[config.mk]
export PLATFORM = sky130hd
export DESIGN_NAME = divisor_count_and_sum
export DESIGN_NICKNAME = d
export VERILOG_FILES = /design/src/rtl/dcs_pkg.sv /design/src/rtl/dcs_div.sv /design/src/rtl/divisor_count_and_sum.sv
export SDC_FILE = /design/constraint.sdc
export NUM_CORES = 2
export LEC_CHECK = 0
export ABC_AREA = 0
export BUFFER_PORTS_ARGS = -buffer_cell sky130_fd_sc_hd__buf_2
export CORE_MARGIN = 3
export CORE_UTILIZATION = 50
export DETAILED_ROUTE_END_ITERATION = 10
export PLACE_DENSITY = 0.66
export SYNTH_ARGS = -nofsm -noshare
export SYNTH_HDL_FRONTEND = slang
export SYNTH_SLANG_ARGS = --single-unit
[constraint.sdc]
create_clock -name clk -period 7.4 [get_ports clk]
set_input_delay 1.48 -clock clk [delete_from_list [all_inputs] [get_ports clk]]
set_output_delay 1.48 -clock clk [all_outputs]
set_load 0.02 [all_outputs]
[src/rtl/dcs_pkg.sv]
// shared constants and state type for the divisor count and sum block
package dcs_pkg;

  localparam int INPUT_BITS   = 31;
  localparam int COUNT_BITS   = 12;
  localparam int SUM_BITS     = 34;
  localparam int TRIAL_BITS   = INPUT_BITS / 2 + 1;
  localparam int SQ_BITS      = 2 * TRIAL_BITS + 1;
  localparam int SERIES_BITS  = INPUT_BITS + 1;
  localparam int EXP_BITS     = $clog2(INPUT_BITS) + 1;
  localparam int DIV_CNT_BITS = (INPUT_BITS > 2) ? $clog2(INPUT_BITS) : 1;
  localparam int MUL_CNT_BITS = $clog2(SERIES_BITS);

  typedef enum logic [3:0] {
    S_IDLE,
    S_CHECK,
    S_DIV,
    S_POWER,
    S_SERIES,
    S_COUNT,
    S_MUL,
    S_FINAL,
    S_DONE
  } state_t;

endpackage

[src/rtl/dcs_div.sv]
// restoring divider, one quotient bit per cycle
module dcs_div (
  input  logic                           clk,
  input  logic                           rst,
  input  logic                           start,
  input  logic [dcs_pkg::INPUT_BITS-1:0] dividend,
  input  logic [dcs_pkg::TRIAL_BITS-1:0] divisor,
  output logic                           done,
  output logic [dcs_pkg::INPUT_BITS-1:0] quotient,
  output logic [dcs_pkg::TRIAL_BITS-1:0] remainder
);
  import dcs_pkg::*;

  localparam logic [DIV_CNT_BITS-1:0] LAST = DIV_CNT_BITS'(INPUT_BITS - 1);

  logic                    busy;
  logic [DIV_CNT_BITS-1:0] cnt;
  logic [TRIAL_BITS-1:0]   dsr;
  logic [TRIAL_BITS:0]     shifted;
  logic [TRIAL_BITS:0]     diff;
  logic                    fits;

  always_comb begin
    shifted = {remainder, quotient[INPUT_BITS-1]};
    diff    = shifted - {1'b0, dsr};
    fits    = shifted >= {1'b0, dsr};
  end

  always_ff @(posedge clk) begin
    if (rst) begin
      busy <= 1'b0;
      done <= 1'b0;
      cnt  <= '0;
    end else begin
      done <= 1'b0;
      if (start) begin
        busy <= 1'b1;
        cnt  <= '0;
      end else if (busy) begin
        cnt <= cnt + 1'b1;
        if (cnt == LAST) begin
          busy <= 1'b0;
          done <= 1'b1;
        end
      end
    end
  end

  always_ff @(posedge clk) begin
    if (start) begin
      quotient  <= dividend;
      remainder <= '0;
      dsr       <= divisor;
    end else if (busy) begin
      quotient <= {quotient[INPUT_BITS-2:0], fits};
      if (fits) begin
        remainder <= diff[TRIAL_BITS-1:0];
      end else begin
        remainder <= shifted[TRIAL_BITS-1:0];
      end
    end
  end

endmodule

[src/rtl/divisor_count_and_sum.sv]
// top level: divisor count and divisor sum by trial division
//
// input channel: number with in_valid, block drives in_stall. a request is
// taken when in_valid is high and in_stall is low; in_stall is low only while
// the sequencer is idle, so one number is worked on at a time.
// output channel: divisor_count and divisor_sum with out_valid, receiver
// drives out_stall. one result per request, held in an output register, so a
// new request is taken while the previous result still waits.
// trial divisors d = 2, 3, ... are tried while d*d stays within the
// unfactored rest. each trial runs the shared restoring divider; every
// prime factor found adds a further divide per exponent plus the serial
// sum multiply. a 31-bit prime takes about 46340 trials; zero and one go
// from the check state through the final state to done without a divide.
// reset clears the sequencer and the output valid; no result is pending.
// while out_stall is high the result holds and a finished next result waits
// in the sequencer until the output register frees.
module divisor_count_and_sum (
  input  logic                           clk,
  input  logic                           rst,
  input  logic [dcs_pkg::INPUT_BITS-1:0] number,
  input  logic                           in_valid,
  output logic                           in_stall,
  output logic [dcs_pkg::COUNT_BITS-1:0] divisor_count,
  output logic [dcs_pkg::SUM_BITS-1:0]   divisor_sum,
  output logic                           out_valid,
  input  logic                           out_stall
);
  import dcs_pkg::*;

  localparam logic [MUL_CNT_BITS-1:0] MUL_LAST = MUL_CNT_BITS'(SERIES_BITS - 1);

  state_t state, state_next;

  logic [INPUT_BITS-1:0]   rest;
  logic [TRIAL_BITS-1:0]   d;
  logic [SQ_BITS-1:0]      sq;
  logic [EXP_BITS-1:0]     exps;
  logic [INPUT_BITS-1:0]   power;
  logic [SERIES_BITS-1:0]  series;
  logic [COUNT_BITS-1:0]   count;
  logic [SUM_BITS-1:0]     sum;
  logic [SUM_BITS-1:0]     ma;
  logic [SUM_BITS-1:0]     acc;
  logic [SUM_BITS-1:0]     acc_next;
  logic [SERIES_BITS-1:0]  mb;
  logic [MUL_CNT_BITS-1:0] mcnt;
  logic                    tail;

  logic                    div_start;
  logic                    div_done;
  logic [INPUT_BITS-1:0]   div_quo;
  logic [TRIAL_BITS-1:0]   div_rem;

  logic                    in_take;
  logic                    out_free;
  logic                    rest_big;
  logic                    trial_on;
  logic                    d_step;
  logic                    mul_end;
  logic [INPUT_BITS+TRIAL_BITS-1:0] power_prod;
  logic [COUNT_BITS+EXP_BITS-1:0]   count_prod;

  dcs_div u_div (
    .clk       (clk),
    .rst       (rst),
    .start     (div_start),
    .dividend  (rest),
    .divisor   (d),
    .done      (div_done),
    .quotient  (div_quo),
    .remainder (div_rem)
  );

  always_comb begin
    rest_big   = rest > INPUT_BITS'(1);
    trial_on   = rest_big && (sq <= SQ_BITS'(rest));
    out_free   = !out_valid || !out_stall;
    in_take    = in_valid && !in_stall;
    mul_end    = mcnt == MUL_LAST;
    acc_next   = mb[0] ? acc + ma : acc;
    power_prod = (INPUT_BITS+TRIAL_BITS)'(power) * (INPUT_BITS+TRIAL_BITS)'(d);
    count_prod = (COUNT_BITS+EXP_BITS)'(count) * (COUNT_BITS+EXP_BITS)'(exps + 1'b1);
  end

  // next state
  always_comb begin
    state_next = state;
    unique case (state)
      S_IDLE:   if (in_valid) state_next = S_CHECK;
      S_CHECK:  state_next = trial_on ? S_DIV : S_FINAL;
      S_DIV: begin
        if (div_done) begin
          priority if (div_rem == '0) state_next = S_POWER;
          else if (exps != '0)        state_next = S_COUNT;
          else                        state_next = S_CHECK;
        end
      end
      S_POWER:  state_next = S_SERIES;
      S_SERIES: state_next = S_DIV;
      S_COUNT:  state_next = S_MUL;
      S_MUL:    if (mul_end) state_next = tail ? S_DONE : S_CHECK;
      S_FINAL:  state_next = rest_big ? S_MUL : S_DONE;
      S_DONE:   if (out_free) state_next = S_IDLE;
      default:  state_next = S_IDLE;
    endcase
  end

  // sequencer outputs
  always_comb begin
    in_stall  = 1'b1;
    div_start = 1'b0;
    d_step    = 1'b0;
    unique case (state)
      S_IDLE:   in_stall = 1'b0;
      S_CHECK:  div_start = trial_on;
      S_SERIES: div_start = 1'b1;
      S_DIV:    d_step = div_done && div_rem != '0 && exps == '0;
      S_MUL:    d_step = mul_end && !tail;
      default: begin
        in_stall = 1'b1;
      end
    endcase
  end

  always_ff @(posedge clk) begin
    if (rst) begin
      state     <= S_IDLE;
      out_valid <= 1'b0;
    end else begin
      state <= state_next;
      if (state == S_DONE && out_free) begin
        out_valid <= 1'b1;
      end else if (!out_stall) begin
        out_valid <= 1'b0;
      end
    end
  end

  always_ff @(posedge clk) begin
    if (state == S_DONE && out_free) begin
      divisor_count <= count;
      divisor_sum   <= sum;
    end
  end

  always_ff @(posedge clk) begin
    if (d_step) begin
      d      <= d + 1'b1;
      sq     <= sq + SQ_BITS'({d, 1'b1});
      exps   <= '0;
      power  <= INPUT_BITS'(1);
      series <= SERIES_BITS'(1);
    end
    unique case (state)
      S_IDLE: begin
        if (in_take) begin
          rest   <= number;
          d      <= TRIAL_BITS'(2);
          sq     <= SQ_BITS'(4);
          exps   <= '0;
          power  <= INPUT_BITS'(1);
          series <= SERIES_BITS'(1);
          count  <= COUNT_BITS'(1);
          sum    <= SUM_BITS'(1);
        end
      end
      S_POWER: begin
        rest  <= div_quo;
        exps  <= exps + 1'b1;
        power <= power_prod[INPUT_BITS-1:0];
      end
      S_SERIES: series <= series + SERIES_BITS'(power);
      S_COUNT: begin
        count <= count_prod[COUNT_BITS-1:0];
        ma    <= sum;
        mb    <= series;
        acc   <= '0;
        mcnt  <= '0;
        tail  <= 1'b0;
      end
      S_FINAL: begin
        if (rest_big) begin
          count <= {count[COUNT_BITS-2:0], 1'b0};
          ma    <= sum;
          mb    <= SERIES_BITS'(rest) + 1'b1;
          acc   <= '0;
          mcnt  <= '0;
          tail  <= 1'b1;
        end
      end
      S_MUL: begin
        acc  <= acc_next;
        ma   <= {ma[SUM_BITS-2:0], 1'b0};
        mb   <= {1'b0, mb[SERIES_BITS-1:1]};
        mcnt <= mcnt + 1'b1;
        if (mul_end) begin
          sum <= acc_next;
        end
      end
      default: begin
      end
    endcase
  end

  a_div_done_in_div: assert property (@(posedge clk) disable iff (rst)
    div_done |-> state == S_DIV)
    else $error("divider finished outside the divide state");

  a_rem_below_divisor: assert property (@(posedge clk) disable iff (rst)
    div_done |-> div_rem < d)
    else $error("divider remainder not below the trial divisor");

  a_square_tracks: assert property (@(posedge clk) disable iff (rst)
    state == S_CHECK |-> sq == SQ_BITS'(d) * SQ_BITS'(d))
    else $error("running square out of step with trial divisor");

  a_count_nonzero: assert property (@(posedge clk) disable iff (rst)
    $rose(out_valid) |-> divisor_count != '0)
    else $error("zero divisor count delivered");

endmodule
==> run summary <==
Layout
• fill cell instance count of the final layout: 6256
• most frequent cells in the layout: nand2_1 (675), inv_1 (473), fa_1 (326), edfxtp_1 (276), ha_1 (218)
• most frequent standard cell in the layout excluding fill and tap cells: nand2_1
• final net count: 4350
• final design instance area without fill: 38100 µm²
• final design utilization: 55.36%
• fraction of final layout cells with drive strength greater than 1: 6.611%
• area grow syn2layout: 9.271%

CTS
• clock root buffer: clkbuf_16
• Num Clock Sinks: 422
• Post-CTS Hold Buffers: 0
• Resized cells post-CTS: 0
• CTS tree: built
• number of CTS-inserted buffers: 49
• clock-pin slew of the registers on the worst-case setup and hold paths: 0.06 ns
• Setup Fix Bufs, Post-CTS: 0
• clock network latency to the later pin of the worst-skew pair: 0.61 ns
• number of H-tree branching levels: 2
• Clock Path Buffers: 3

Critical path
• worst-path cell with the longest stage delay: dfxtp_1
• category of the worst setup path capture point: flop
• Critical Path, Cell by Cell: buf_4, and2_1, fa_1, inv_1, fa_1, inv_1, ha_1, inv_1, fa_1, inv_1, fa_1, inv_1, fa_1, inv_1, ha_1, o21ai_0, a21oi_1, nand4b_1, a211oi_1, a31oi_1, o21ai_0, a31oi_1, xnor2_1, o21ai_0
• crit-path most repeated cell: inv_1
• Critical Path Source Type: flop
• worst path buffer plus inverter count: 7
• Critical Setup Path Class: reg2reg
• largest incremental delay on the critical path: 0.83 ns
• arrival time of data at the critical path endpoint: 7.24 ns
• critical path fanouts, max: 23
• top cell family by delay on the critical path: adder cells
• data required time of the critical path: 7.85 ns

Power and ir drop
• share of total power in the clock network: 35.0%
• Psw: 0.002343 W
• share of total power in sequential cells: 42.7%
• total power divided by cell area: 194.1 nW/µm²
• Int Power: 0.005052 W
• Power, Total: 0.007395 W
• Sw Share: 31.69%
• cell leakage power: 16.49 nW
• Logic pwr share: 22.3%
• IR Drop Worst-Case VDD: 0.1577 mV

Drt
• routed wire length: 82.36 mm
• Post-DRT Antenna Nets: 0
• routed vias: 25700
• DR WL/cell: 17.36 µm
• number of remaining DRC errors: 0
• DR vias/cell: 5.415
• drt first-iter violations: 1750
• TritonRoute pass-1 iters: 5

GRT
• global-route wire length before repair: 136.0 mm
• largest net degree at the start of global routing: 72
• total global routing track utilization: 22.85%
• antenna violations before repair: 2
• Remaining Overflow, GRT: 0
• vias in the first global route: 25730

Place
• HPWL Detailed: 61.27 mm
• last weighted congestion value of the routability-driven placer: 0.8685
• IO buf count: 82
• standard cell area after detailed placement: 36380 µm²

Die
• die width: 270.1 µm
• area enclosed by the die boundary: 72950 µm²
• number of placed I/O pins: 83
• initial standard-cell utilization of the core: 50.67%
• overall die height: 270.1 µm
• num rows: 96
• Core Region: 68830 µm²

Yosys
• number of library cell types mapped by synthesis: 84
• predominant post-synthesis flop cell: edfxtp_1
• area of the mapped netlist: 34870 µm²
• synthesized netlist cell count: 3729
• number of nets produced by synthesis: 4308
• async set-or-reset flop fraction in the synthesized netlist: 0%
• register bit count reported by yosys: 422
• number of enable-type register cells in the synthesized netlist: 276
• mean instance size in the synthesized netlist: 9.351 µm²
• sequential share of the synthesized area: 32.15%
• Warnings, synthesis: 0

STA
• unrepaired setup endpoints after global routing: no
• clock skew after layout: 0.02154 ns
• Setup-failing EPs final: 0
• final-report hold violation count: 0
• number of pins exceeding their max-slew limit in the final report: 0
• setup TNS: 0 ns
• max frequency: 147.3 MHz
• final period utilization: 91.73%
• Final Critical Period: 6.788 ns
• Slew @ Worst Pin: 1.065 ns
• Max-slew headroom: 28.83%

Hold path
• worst min-delay path class: reg2reg

Job
• reported max-cap violation count: 0

Outcome
• outcome: complete, no violations

## worst paths after layout
check / start / end / slack (ns) / cells past startpoint
max: d[6]$_DFF_P_ / power[30]$_DFF_P_ / 0.61 / 24
min: sum[8]$_SDFFCE_PN0P_ / divisor_sum[8]$_DFFE_PP_ / 0.45 / 0
max reg2reg: d[6]$_DFF_P_ / power[30]$_DFF_P_ / 0.61 / 24
min reg2reg: sum[8]$_SDFFCE_PN0P_ / divisor_sum[8]$_DFFE_PP_ / 0.45 / 0
## synthesized netlist by cell type (17+ instances only)
cell type  count  share of area [%]
nand2_1      678                7.3
inv_1        473                5.1
fa_1         326                 19
edfxtp_1     276                 24
ha_1         218                7.8
and2_1       175                3.1
nor2_1       166                1.8
o21ai_0      158                2.3
dfxtp_1      146                8.4
a21oi_1      145                2.1
clkbuf_1     131                1.4
xnor2_1      131                3.3
xor2_1        76                1.9
nand3_1       60               0.86
a21o_1        47                1.0
nor3_1        38               0.55
o21ai_1       38               0.55
nand4_1       36               0.65
mux2i_1       35                1.0
mux2_1        30               0.97
nor2b_1       28               0.50
a211oi_1      26               0.56
nor4_1        22               0.39
o21bai_1      22               0.47
a22o_1        21               0.53
nand2b_1      21               0.38
and3_1        20               0.36
or3_1         17               0.30
## cell families (layout without fill, tap and decap cells)
logic type	count (synthesis)	after routing	synth area share, %
other cells	0	2	0
fa+ha+maj	544	544	26.54
compound gates	569	569	10.27
mux	65	65	1.973
simple gates	1298	1298	17.12
buf+inv	624	707	6.746
xor+xnor	207	207	5.199
flops	422	422	32.15
## flip-flops by register name, indices dropped and copies added (netlist names), 4 cells and up
register,flops
mcnt,5
exps,6
count,12
u_div.dsr,16
series,32
ma,34
divisor_count,12
power,31
sq,33
state,4
u_div.cnt,5
rest,31
divisor_sum,34
d,16
acc,34
sum,34
mb,32
u_div.quotient,31
u_div.remainder,16
## cell type report
type                       count  area, µm²  area share, %
antenna                        2      5.005        0.01313
clock buffer                  61       1323          3.471
timing repair buffer         141      853.3          2.239
inverter                     474       1779          4.669
tap                          931       1165          3.057
sequential                   422      11210          29.42
multi-input combinational   2683      21370          56.09
clock inverter                31      394.1          1.034
## stage by stage
step | hold slack (ns) | setup WS (ns) | std cells
global route | 0.4631 | 0.02755 | 4743
floorplan | 0.4174 | 0.6445 | 3729
finish | 0.4461 | 0.6116 | 4745
detailed placement | 0.4322 | 0.6727 | 4651
global placement | 0.4298 | 0.7056 | 4651
CTS | 0.4462 | 0.6118 | 4743
## power by group through the flow
stage	Combinational, W	Clock (W)	Sequential (W)
2_1_floorplan	0.00127	0	0.00309
3_3_place_gp	0.00163	0	0.00320
3_5_place_dp	0.00164	0	0.00320
4_1_cts	0.00166	0.00264	0.00315
5_1_grt	0.00185	0.00273	0.00319
6_report	0.00165	0.00259	0.00316
## per-layer routing
metal  global-route usage, %  vias up  wire, µm
li1                        -    12380         -
met1                   31.20    12630     37170
met2                   38.01      544     39070
met3                   3.429      148      3875
met4                   6.452        0      2244
met5                       0        -         0
(Power assumes the default switching activity.)
